File: src/rtl/core/first_fit_region_allocator_top_defines.svh
`ifndef FIRST_FIT_REGION_ALLOCATOR_TOP_DEFINES_SVH
`define FIRST_FIT_REGION_ALLOCATOR_TOP_DEFINES_SVH

// Same-cycle implication, checked out of reset.
`define FFRA_ASSERT_IMP(lbl, clk_s, rst_s, ante, cons) \
  lbl: assert property (@(posedge clk_s) disable iff (rst_s) (ante) |-> (cons)) \
    else $error("ffra check failed");

// Next-cycle implication, checked out of reset.
`define FFRA_ASSERT_NXT(lbl, clk_s, rst_s, ante, cons) \
  lbl: assert property (@(posedge clk_s) disable iff (rst_s) (ante) |=> (cons)) \
    else $error("ffra check failed");

`endif

File: src/rtl/core/ffra_pkg.sv
`timescale 1ns / 1ps

package ffra_pkg;

  // Descriptor table geometry.
  localparam int SLOT_COUNT = 64;
  localparam int IDX_W = (SLOT_COUNT > 1) ? $clog2(SLOT_COUNT) : 1;
  localparam int CNT_W = $clog2(SLOT_COUNT + 1);
  localparam int MOVE_W = $clog2(SLOT_COUNT + 2);

  // Sizes are kept in units aligned to 16 bytes.
  localparam logic [31:0] ALIGN_MASK = 32'h0000_000F;

  // Result status codes.
  typedef enum logic [1:0] {
    ST_OK         = 2'd0,
    ST_NO_SPACE   = 2'd1,
    ST_TABLE_FULL = 2'd2,
    ST_OVER_LIMIT = 2'd3
  } status_t;

  // Configuration register indexes.
  localparam logic [1:0] CFG_REGION_START = 2'd0;
  localparam logic [1:0] CFG_REGION_END   = 2'd1;
  localparam logic [1:0] CFG_ACTIVE_SLOTS = 2'd2;

  // Commands from the controller to the datapath.
  typedef struct packed {
    logic start;
    logic rel_read;
    logic chk;
    logic move;
    logic finish_alloc;
    logic finish_rel;
  } dp_cmd_t;

  // Status from the datapath to the controller.
  typedef struct packed {
    logic req_release;
    logic scan_done;
    logic hit;
    logic move_fail;
    logic out_free;
  } dp_sts_t;

endpackage

File: src/rtl/core/ffra_ctrl.sv
`timescale 1ns / 1ps
`include "first_fit_region_allocator_top_defines.svh"

module ffra_ctrl (
  input  logic              clk,
  input  logic              rst,
  input  logic              in_valid,
  output logic              in_ready,
  input  ffra_pkg::dp_sts_t sts,
  output ffra_pkg::dp_cmd_t cmd
);

  typedef enum logic [6:0] {
    S_IDLE     = 7'b0000001,
    S_REL_RD   = 7'b0000010,
    S_REL_DONE = 7'b0000100,
    S_SCAN_RD  = 7'b0001000,
    S_SCAN_CHK = 7'b0010000,
    S_MOVE     = 7'b0100000,
    S_FINISH   = 7'b1000000
  } state_t;

  state_t state;
  state_t state_next;

  // State register.
  always_ff @(posedge clk) begin
    if (rst) begin
      state <= S_IDLE;
    end else begin
      state <= state_next;
    end
  end

  // Next state and command decode.
  always_comb begin
    state_next = state;
    cmd        = '0;
    in_ready   = 1'b0;
    case (state)
      S_IDLE: begin
        in_ready = 1'b1;
        if (in_valid) begin
          cmd.start  = 1'b1;
          state_next = sts.req_release ? S_REL_RD : S_SCAN_RD;
        end
      end
      S_REL_RD: begin
        cmd.rel_read = 1'b1;
        state_next   = S_REL_DONE;
      end
      S_REL_DONE: begin
        cmd.rel_read = 1'b1;
        if (sts.out_free) begin
          cmd.finish_rel = 1'b1;
          state_next     = S_IDLE;
        end
      end
      S_SCAN_RD: begin
        state_next = sts.scan_done ? S_FINISH : S_SCAN_CHK;
      end
      S_SCAN_CHK: begin
        cmd.chk    = 1'b1;
        state_next = sts.hit ? S_MOVE : S_SCAN_RD;
      end
      S_MOVE: begin
        cmd.move   = 1'b1;
        state_next = sts.move_fail ? S_FINISH : S_SCAN_RD;
      end
      S_FINISH: begin
        if (sts.out_free) begin
          cmd.finish_alloc = 1'b1;
          state_next       = S_IDLE;
        end
      end
      default: begin
        state_next = S_IDLE;
      end
    endcase
  end

  // A result is only committed when the output register can take it.
  `FFRA_ASSERT_IMP(a_commit_needs_room, clk, rst,
                   cmd.finish_alloc || cmd.finish_rel, sts.out_free)
  // At most one of start, check, move and the two commits is issued in a cycle.
  `FFRA_ASSERT_IMP(a_one_cmd, clk, rst, 1'b1,
                   $onehot0({cmd.start, cmd.chk, cmd.move, cmd.finish_alloc, cmd.finish_rel}))
  // A release item reads its slot in the cycle after it is taken.
  `FFRA_ASSERT_NXT(a_release_reads, clk, rst, cmd.start && sts.req_release, cmd.rel_read)

endmodule

File: config.mk
export PLATFORM = sky130hd
export DESIGN_NAME = ffra_ctrl
export DESIGN_NICKNAME = d
export VERILOG_FILES = /design/src/rtl/core/ffra_pkg.sv /design/src/rtl/core/ffra_ctrl.sv
export VERILOG_INCLUDE_DIRS = /design/src /design/src/rtl/core
export SDC_FILE = /design/constraint.sdc
export NUM_CORES = 1
export LEC_CHECK = 0
export ABC_AREA = 1
export BUFFER_PORTS_ARGS = -buffer_cell sky130_fd_sc_hd__buf_2
export CORE_AREA = 2 2 39 41
export CTS_CLUSTER_DIAMETER = 30
export CTS_CLUSTER_SIZE = 10
export DETAILED_ROUTE_END_ITERATION = 8
export DIE_AREA = 0 0 41 43
export PLACE_DENSITY = 0.57
export SLEW_MARGIN = 10
export SYNTH_ARGS = -nofsm -noshare
export SYNTH_HDL_FRONTEND = slang
export SYNTH_SLANG_ARGS = --single-unit
File: constraint.sdc
create_clock -name clk -period 1.6 [get_ports clk]
set_input_delay 0.24 -clock clk [delete_from_list [all_inputs] [get_ports clk]]
set_output_delay 0.24 -clock clk [all_outputs]
set_load 0.01 [all_outputs]
# Word-level counts from Yosys, hierarchy flattened
# Cells that the tools add are included.
dict set report op_classes {
  eq_ne 9
  n_mux 16
  reduce_logical 3
}
# op count
set op_table {}
lappend op_table {{$pmux W7 S6} 1}
lappend op_table {{$mux W7} 4}
lappend op_table {{$mux W1} 9}
lappend op_table {{$eq A7 B1 Y1 const B} 1}
lappend op_table {{$eq A7 B2 Y1 const B} 1}
lappend op_table {{$eq A7 B3 Y1 const B} 1}
lappend op_table {{$eq A7 B4 Y1 const B} 1}
lappend op_table {{$eq A7 B5 Y1 const B} 1}
lappend op_table {{$eq A7 B6 Y1 const B} 1}
lappend op_table {{$eq A7 B7 Y1 const B} 1}
lappend op_table {{$mux W6} 1}
lappend op_table {{$mux W4} 1}
lappend op_table {{$reduce_or A2 Y1} 2}
lappend op_table {{$ne A2 B1 Y1 const B} 1}
lappend op_table {{$ne A2 B2 Y1 const B} 1}
lappend op_table {{$reduce_and A2 Y1} 1}
dict set report word_totals {
  regBits 7
  input_bits 8
  out_inout_bits 7
}

# Logic depth before layout (Yosys ltp)
# Gate-level depths: netlist (run 1).
dict set report logic_depth {
  ltp_word 4
  mapped_depth 10
}

# Worst setup path after synthesis (run 1)
# OpenSTA, ideal clock, no wires.
dict set report synth_path {
  path_type {register to register}
  startpoint {reg state[5]}
  endpoint {reg state[0]}
  setup_ps 119
  arrival_ps 959
  t_required_ps 1481
  setup_slack_ps 522
  path_stages_with_launch 11
  path_buffers 0
  synth_period_minus_slack_ps 1078
  path_cell_list {dfxtp_1 inv_2 nand2_2 nor2_4 nand2_4 nor2_4 inv_2 nand2_2 inv_1 nand2_1 nand3_1}
}
dict set report synth_via {
  elab_chain_len 4
}
# element line_no
set synth_rtl {}
lappend synth_rtl {{from (decl)} ffra_ctrl.sv:23} ;# state_t state;
lappend synth_rtl {{from (signal assigned)} ffra_ctrl.sv:31} ;# state <= state_next;
lappend synth_rtl {{$eq A7 B7 Y1 or $eq A7 B3 Y1 (tied branches)} ffra_ctrl.sv:40} ;# case (state)
lappend synth_rtl {{$reduce_or A2 Y1 (no source line)} n/a}
lappend synth_rtl {{$ne A2 B1 Y1 (no source line)} n/a}
lappend synth_rtl {{$reduce_and A2 Y1 (no source line)} n/a}
# Several ways; a longest one is shown, not always the timed one.
# A chain may end at the register's enable or synchronous reset.

==> summary.md, run 1 <==
| Metric | Value |
|---|---|
| PortBufs | `14` |
| Share of post-route cells with drive strength above 1 | `31.6%` |
| Register area | `140 um^2` |
| DR top layer | `met4` |
| Met2 WL | `388 um` |
| Setup crit start kind | `flip-flop` |
| Final Hold Vio Count | `0` |
| Yosys cell types | `14` |
| Clk sinks | `7` |
| WL met3 | `about 38 um` |
| Post-route clock skew | `approximately 0.0014 ns` |
| # hold bufs at CTS | `0` |
| Via Count | `between 400 and 500` |
| Synth warnings | `0` |
| Crit path required time | `between 1 and 1.5 ns` |
| Vias in the first global route | `400` |
| Initial antenna violation count | `0` |
| Min Tclk post-route | `~1.5 ns` |
| Max-slew violation count | `0` |
| Largest register FFs | `7` |
| Crit Path Category | `flip-flop to primary output` |
| Synth Flop Type | `dfxtp_1` |
| Mapped Nets | `85` |
| PD cells | `about 850 nW/um^2` |
| WL met1 | `about 460 um` |
| DRT iter0 DRCs | `5` |
| Antenna diode count | `0` |
| Vias per cell | `4.31` |
| CTS tree | `done` |
| Post-route ant nets | `0` |
| Clock buffer count from CTS | `3` |
| Number of synthesized flops with an enable pin | `0` |
| Largest Register | `state` |
| Overflow after GRT | `0` |
| Largest cells by area after synthesis | `dfxtp_1 (31%), nand2_1 (15%), inv_1 (13%)` |
| Average cell area after synthesis | `5.95 um^2` |
| First-pass GRT wire length | `between 1500 and 2000 um` |
| RSZ-0062 raised after global routing | `false` |
| Count leader, synth | `nand2_1` |
| CP endpoint kind | `primary output` |
| # rows | `14` |
| Async set-reset flop share out of synthesis | `0%` |
| Post-DR wirelength/cell | `approximately 8.3 um` |
| Synthesized area | `around 460 um^2` |
| # resized after CTS | `0` |
| CTS max path bufs | `2` |
| Register area share after synthesis | `30.6%` |
| Post-Synthesis Cells | `between 70 and 80` |
| Most instantiated cells after synthesis | `nand2_1 (18), inv_1 (16), nor2_1 (10), dfxtp_1 (7), nand3_1 (6)` |
| Maxcap violations | `0` |
| Area leader, netlist | `dfxtp_1` |
| Synthesized flop and latch total | `7` |
| Slew of the pin with the lowest slew margin | `roughly 0.22 ns` |
| Clock Tree Root | `clkbuf_4` |
| Starting Density | `33.1%` |
| VDD IR max | `~350 uV` |
| Crit-path max FO | `5` |
| Detailed placer's ending HPWL | `just under 800 um` |
| Nets | `between 100 and 150` |
| H-tree levels | `1` |
| Final Wtd Congestion | `~0.77` |
| First-pass DRT Iterations | `4` |
| GRT Total Usage | `around 14%` |
| Yosys top cell area share | `between 30% and 40%` |
| Core area | `1380 um^2` |
| Fmax | `about 680 MHz` |
| Multi-input logic area | `about 240 um^2` |
| Leakage | `about 0.33 nW` |
| Final Worst Setup Slack | `approximately 0.12 ns` |
| Pwr Total | `between 0.0004 and 0.0005 W` |
| Die area | `1760 um^2` |
| Largest regs | `state: 7 flops` |
| Tightest Hold Check Type | `input pin to flip-flop` |
| Die Y | `43 um` |
| Status | `finished clean` |
| Final setup viols | `0` |
| I/O pin count | `15` |
| Post-route setup TNS | `0 ns` |
| Clk slew on worst S/H paths | `0.05 ns` |
| Clk_lat worst skew | `about 0.25 ns` |
| Slew margin rel. | `between 80% and 90%` |
| Post-CTS Setup Bufs | `0` |
| Post-placement worst setup slack | `~0.39 ns` |
| # DRC | `0` |
| Maximum number of pins on one net before global-route repair | `8` |
| Period utilization | `between 90% and 100%` |
| Filler cells | `157` |
| Worst Path Arrival | `1.24 ns` |
| Final WL | `924 um` |
| Die width | `41 um` |
| Area growth, synth to finish | `25.4%` |
==> power breakdown <==
| group | internal, W | switching (W) |
|---|---|---|
| Clock | 0.0000953 | 0.0000673 |
| Combinational | 0.0000510 | 0.0000844 |
| Sequential | 0.000184 | 0.00000571 |
| Total | 0.000331 | 0.000157 |
==> worst max-delay path, stage by stage (launching register included) <==
cell     delay (ns)
dfxtp_1        0.33
inv_2          0.06
nand2_2        0.07
nor2_4         0.17
nand3_1        0.15
nand2_1        0.08
buf_2          0.12
==> cell usage in the layout (no fill, tap or decap), drive strengths merged <==
cell type / n
a21oi: 2
buf: 14
clkbuf: 4
dfxtp: 7
inv: 20
nand2: 23
nand3: 6
nor2: 14
nor3: 3
nor4: 1
o21ai: 1
==> stage by stage <==
stage | cells | util, % | area (um^2) | hold WS [ns]
floorplan | 77 | - | 458 | 0.309
global route | 111 | 41.5 | 574 | 0.157
global placement | 107 | 39.6 | 548 | 0.422
CTS | 111 | 41.5 | 574 | 0.156
finish | 111 | 41.5 | 574 | 0.161
detailed placement | 107 | 39.6 | 548 | 0.424
==> logic make-up after synthesis <==
logic type,count (synthesis),share of synthesized area (%)
AOI/OAI and AO/OA,3,3.28
buffers and inverters,20,16.4
DFF,7,30.6
and+or+nand+nor,47,49.7
==> per-layer routing <==
layer / vias to the layer above / track usage (%)
li1: 263 / -
met1: 197 / 16.5
met2: 14 / 19.4
met3: 4 / 3.14
met4: 0 / 12.0
met5: - / 0
==> layout make-up <==
| class | instances | share of cell area (%) |
|---|---|---|
| repair buffers | 14 | 12.2 |
| flip-flops and latches | 7 | 24.4 |
| inverters | 20 | 13.1 |
| well taps | 16 | 3.49 |
| multi-input cells | 50 | 42.3 |
| clock buffers | 4 | 4.58 |
==> worst paths after layout <==
check                           slack [ns]  cells past startpoint                     to             startpoint
worst max-delay path                  0.12                      6                 cmd[4]  state[5]$_SDFFE_PP0P_
worst min-delay path                  0.16                      2  state[4]$_SDFFE_PP0P_                 sts[3]
worst max register to register        0.41                     10  state[0]$_SDFFE_PP1P_  state[5]$_SDFFE_PP0P_
worst min register to register        0.50                      2  state[2]$_SDFFE_PP0P_  state[2]$_SDFFE_PP0P_
Note: power is estimated with default switching activity, not from simulation.
==> inputs of run 2 (changes only) <==
Settings changed: GPL_TIMING_DRIVEN set to 0.
==> run 2 against run 1 <==
Utilization stayed put. Wire length rose by 3.4%. Worst hold slack worse by 0.00069 ns. Fmax down 0.42%. Via count decreased by 0.63%. Cell count stayed put. Clock-buffer cell count stayed put. Final area did not move. Clock power hardly changed. Clock skew up 0.0037 ns. Setup slack got worse by 0.0062 ns. First-iteration DRC count increased to 2.6 times the previous value. Largest cell class unchanged.
==> summary.md, run 2 (synthesis gave the netlist of run 1 again) <==
| Metric | Value |
|---|---|
| Final Worst Setup Slack | `between 0.1 and 0.15 ns` |
| Placed insts | `about 110` |
| Die area | `roughly 1800 um^2` |
| H-tree levels | `1` |
| Final Hold Vio Count | `0` |
| Share of post-route cells with drive strength above 1 | `31.6%` |
| PortBufs | `14` |
| # DRC | `0` |
| Area growth, synth to finish | `25.4%` |
| Clock buffer count from CTS | `3` |
| Fin area | `574 um^2` |
| Post-route setup TNS | `0 ns` |
| Die Y | `43 um` |
| Via Count | `475` |
| Die width | `~40 um` |
| Vias in the first global route | `approximately 440` |
| Final setup viols | `0` |
| Leakage | `approximately 0.33 nW` |
| First-pass DRT Iterations | `3` |
| Detailed placer's ending HPWL | `about 760 um` |
| Largest regs | `state: 7 flops` |
| Filler cells | `roughly 160` |
| VDD IR max | `just over 400 uV` |
| Min Tclk post-route | `roughly 1.5 ns` |
| Clock Tree Root | `clkbuf_4` |
| Post-CTS Setup Bufs | `0` |
| Final WL | `955 um` |
| CTS max path bufs | `2` |
| # resized after CTS | `0` |
| Slew margin rel. | `~85%` |
| Nets | `104` |
| DP Area | `548 um^2` |
| Setup crit start kind | `flip-flop` |
| Core area | `approximately 1400 um^2` |
| Largest register FFs | `7` |
| Crit path required time | `~1.4 ns` |
| RSZ-0062 raised after global routing | `false` |
| Crit-path max FO | `5` |
| GRT Total Usage | `between 10% and 20%` |
| DRT iter0 DRCs | `13` |
| Slew of the pin with the lowest slew margin | `0.218 ns` |
| Post-placement worst setup slack | `0.374 ns` |
| FF-to-FF setup slack | `0.37 ns` |
| Initial antenna violation count | `0` |
| Tightest Hold Check Type | `input pin to flip-flop` |
| Antenna diode count | `0` |
| Clk sinks | `7` |
| Maximum number of pins on one net before global-route repair | `8` |
| Final core occ | `between 40% and 50%` |
| Final Non-Filler Cells | `approximately 110` |
| CP endpoint kind | `primary output` |
| Starting Density | `33.1%` |
| Post-DR wirelength/cell | `between 8 and 9 um` |
| Maxcap violations | `0` |
| I/O pin count | `15` |
| PD cells | `~850 nW/um^2` |
| Clk_lat worst skew | `about 0.25 ns` |
| Fmax | `~670 MHz` |
| Status | `finished clean` |
| # rows | `14` |
| Period utilization | `92.6%` |
| Vias per cell | `between 4 and 5` |
| Max-slew violation count | `0` |
| Post-route clock skew | `slightly above 0.005 ns` |
| First-pass GRT wire length | `around 1600 um` |
| Worst Path Arrival | `1.24 ns` |
| Commonest non-fill, non-tap cell in the layout | `nand2_1` |
| Clk slew on worst S/H paths | `0.05 ns` |
| Crit Path Category | `flip-flop to primary output` |
| Post-route ant nets | `0` |
| Largest Register | `state` |
| Final Wtd Congestion | `0.755` |
| # hold bufs at CTS | `0` |
| Most frequent cells in the layout | `nand2_1 (18), inv_1 (16), buf_2 (14)` |
| Overflow after GRT | `0` |
| CTS tree | `done` |
==> run 2: cell counts in the layout (fill, tap and decap cells not counted) <==
No cell type changed its count.
==> run 2: final cells by class <==
cell class	count	area, um^2	area share, %
multi-input cells	50	243	42.3
flip-flops and latches	7	140	24.4
inverters	20	75.1	13.1
repair buffers	14	70.1	12.2
clock buffers	4	26.3	4.58
well taps	16	20.0	3.49
==> run 2: final timing paths <==
| path | from | end | depth (start not counted) |
|---|---|---|---|
| setup / recovery | state[5]$_SDFFE_PP0P_ | cmd[4] | 6 |
| setup reg to reg | state[5]$_SDFFE_PP0P_ | state[0]$_SDFFE_PP1P_ | 10 |
| hold reg to reg | state[2]$_SDFFE_PP0P_ | state[2]$_SDFFE_PP0P_ | 2 |
| hold / removal | sts[3] | state[4]$_SDFFE_PP0P_ | 2 |
==> run 2: critical path, stage by stage (launching register included) <==
cell and delay [ns]:
dfxtp_1 0.34, inv_2 0.06, nand2_2 0.06, nor2_4 0.17
nand3_1 0.15, nand2_1 0.08, buf_2 0.12
==> run 2: per-layer routing <==
layer | routed length [um] | part of all wire, % | vias up | track usage, %
met1 | 458 | 48 | 193 | 15.2
met2 | 417 | 44 | 14 | 20.3
met3 | 46 | 4.8 | 4 | 4.71
met5 | 0 | 0 | - | 0
met4 | 33 | 3.5 | 0 | 12.0
li1 | - | - | 264 | -
==> run 2: per-stage QoR <==
| stage | total power [W] | hold slack [ns] |
|---|---|---|
| finish | 0.000487 | 0.160 |
| global route | 0.000527 | 0.165 |
| floorplan | 0.000293 | 0.309 |
| detailed placement | 0.000332 | 0.424 |
| global placement | 0.000330 | 0.424 |
| CTS | 0.000500 | 0.154 |
==> run 2: power breakdown <==
group          switching (W)  internal (W)  leakage [nW]
Sequential        0.00000606      0.000185        0.0569
Combinational      0.0000846     0.0000510         0.256
Clock              0.0000656     0.0000952        0.0150
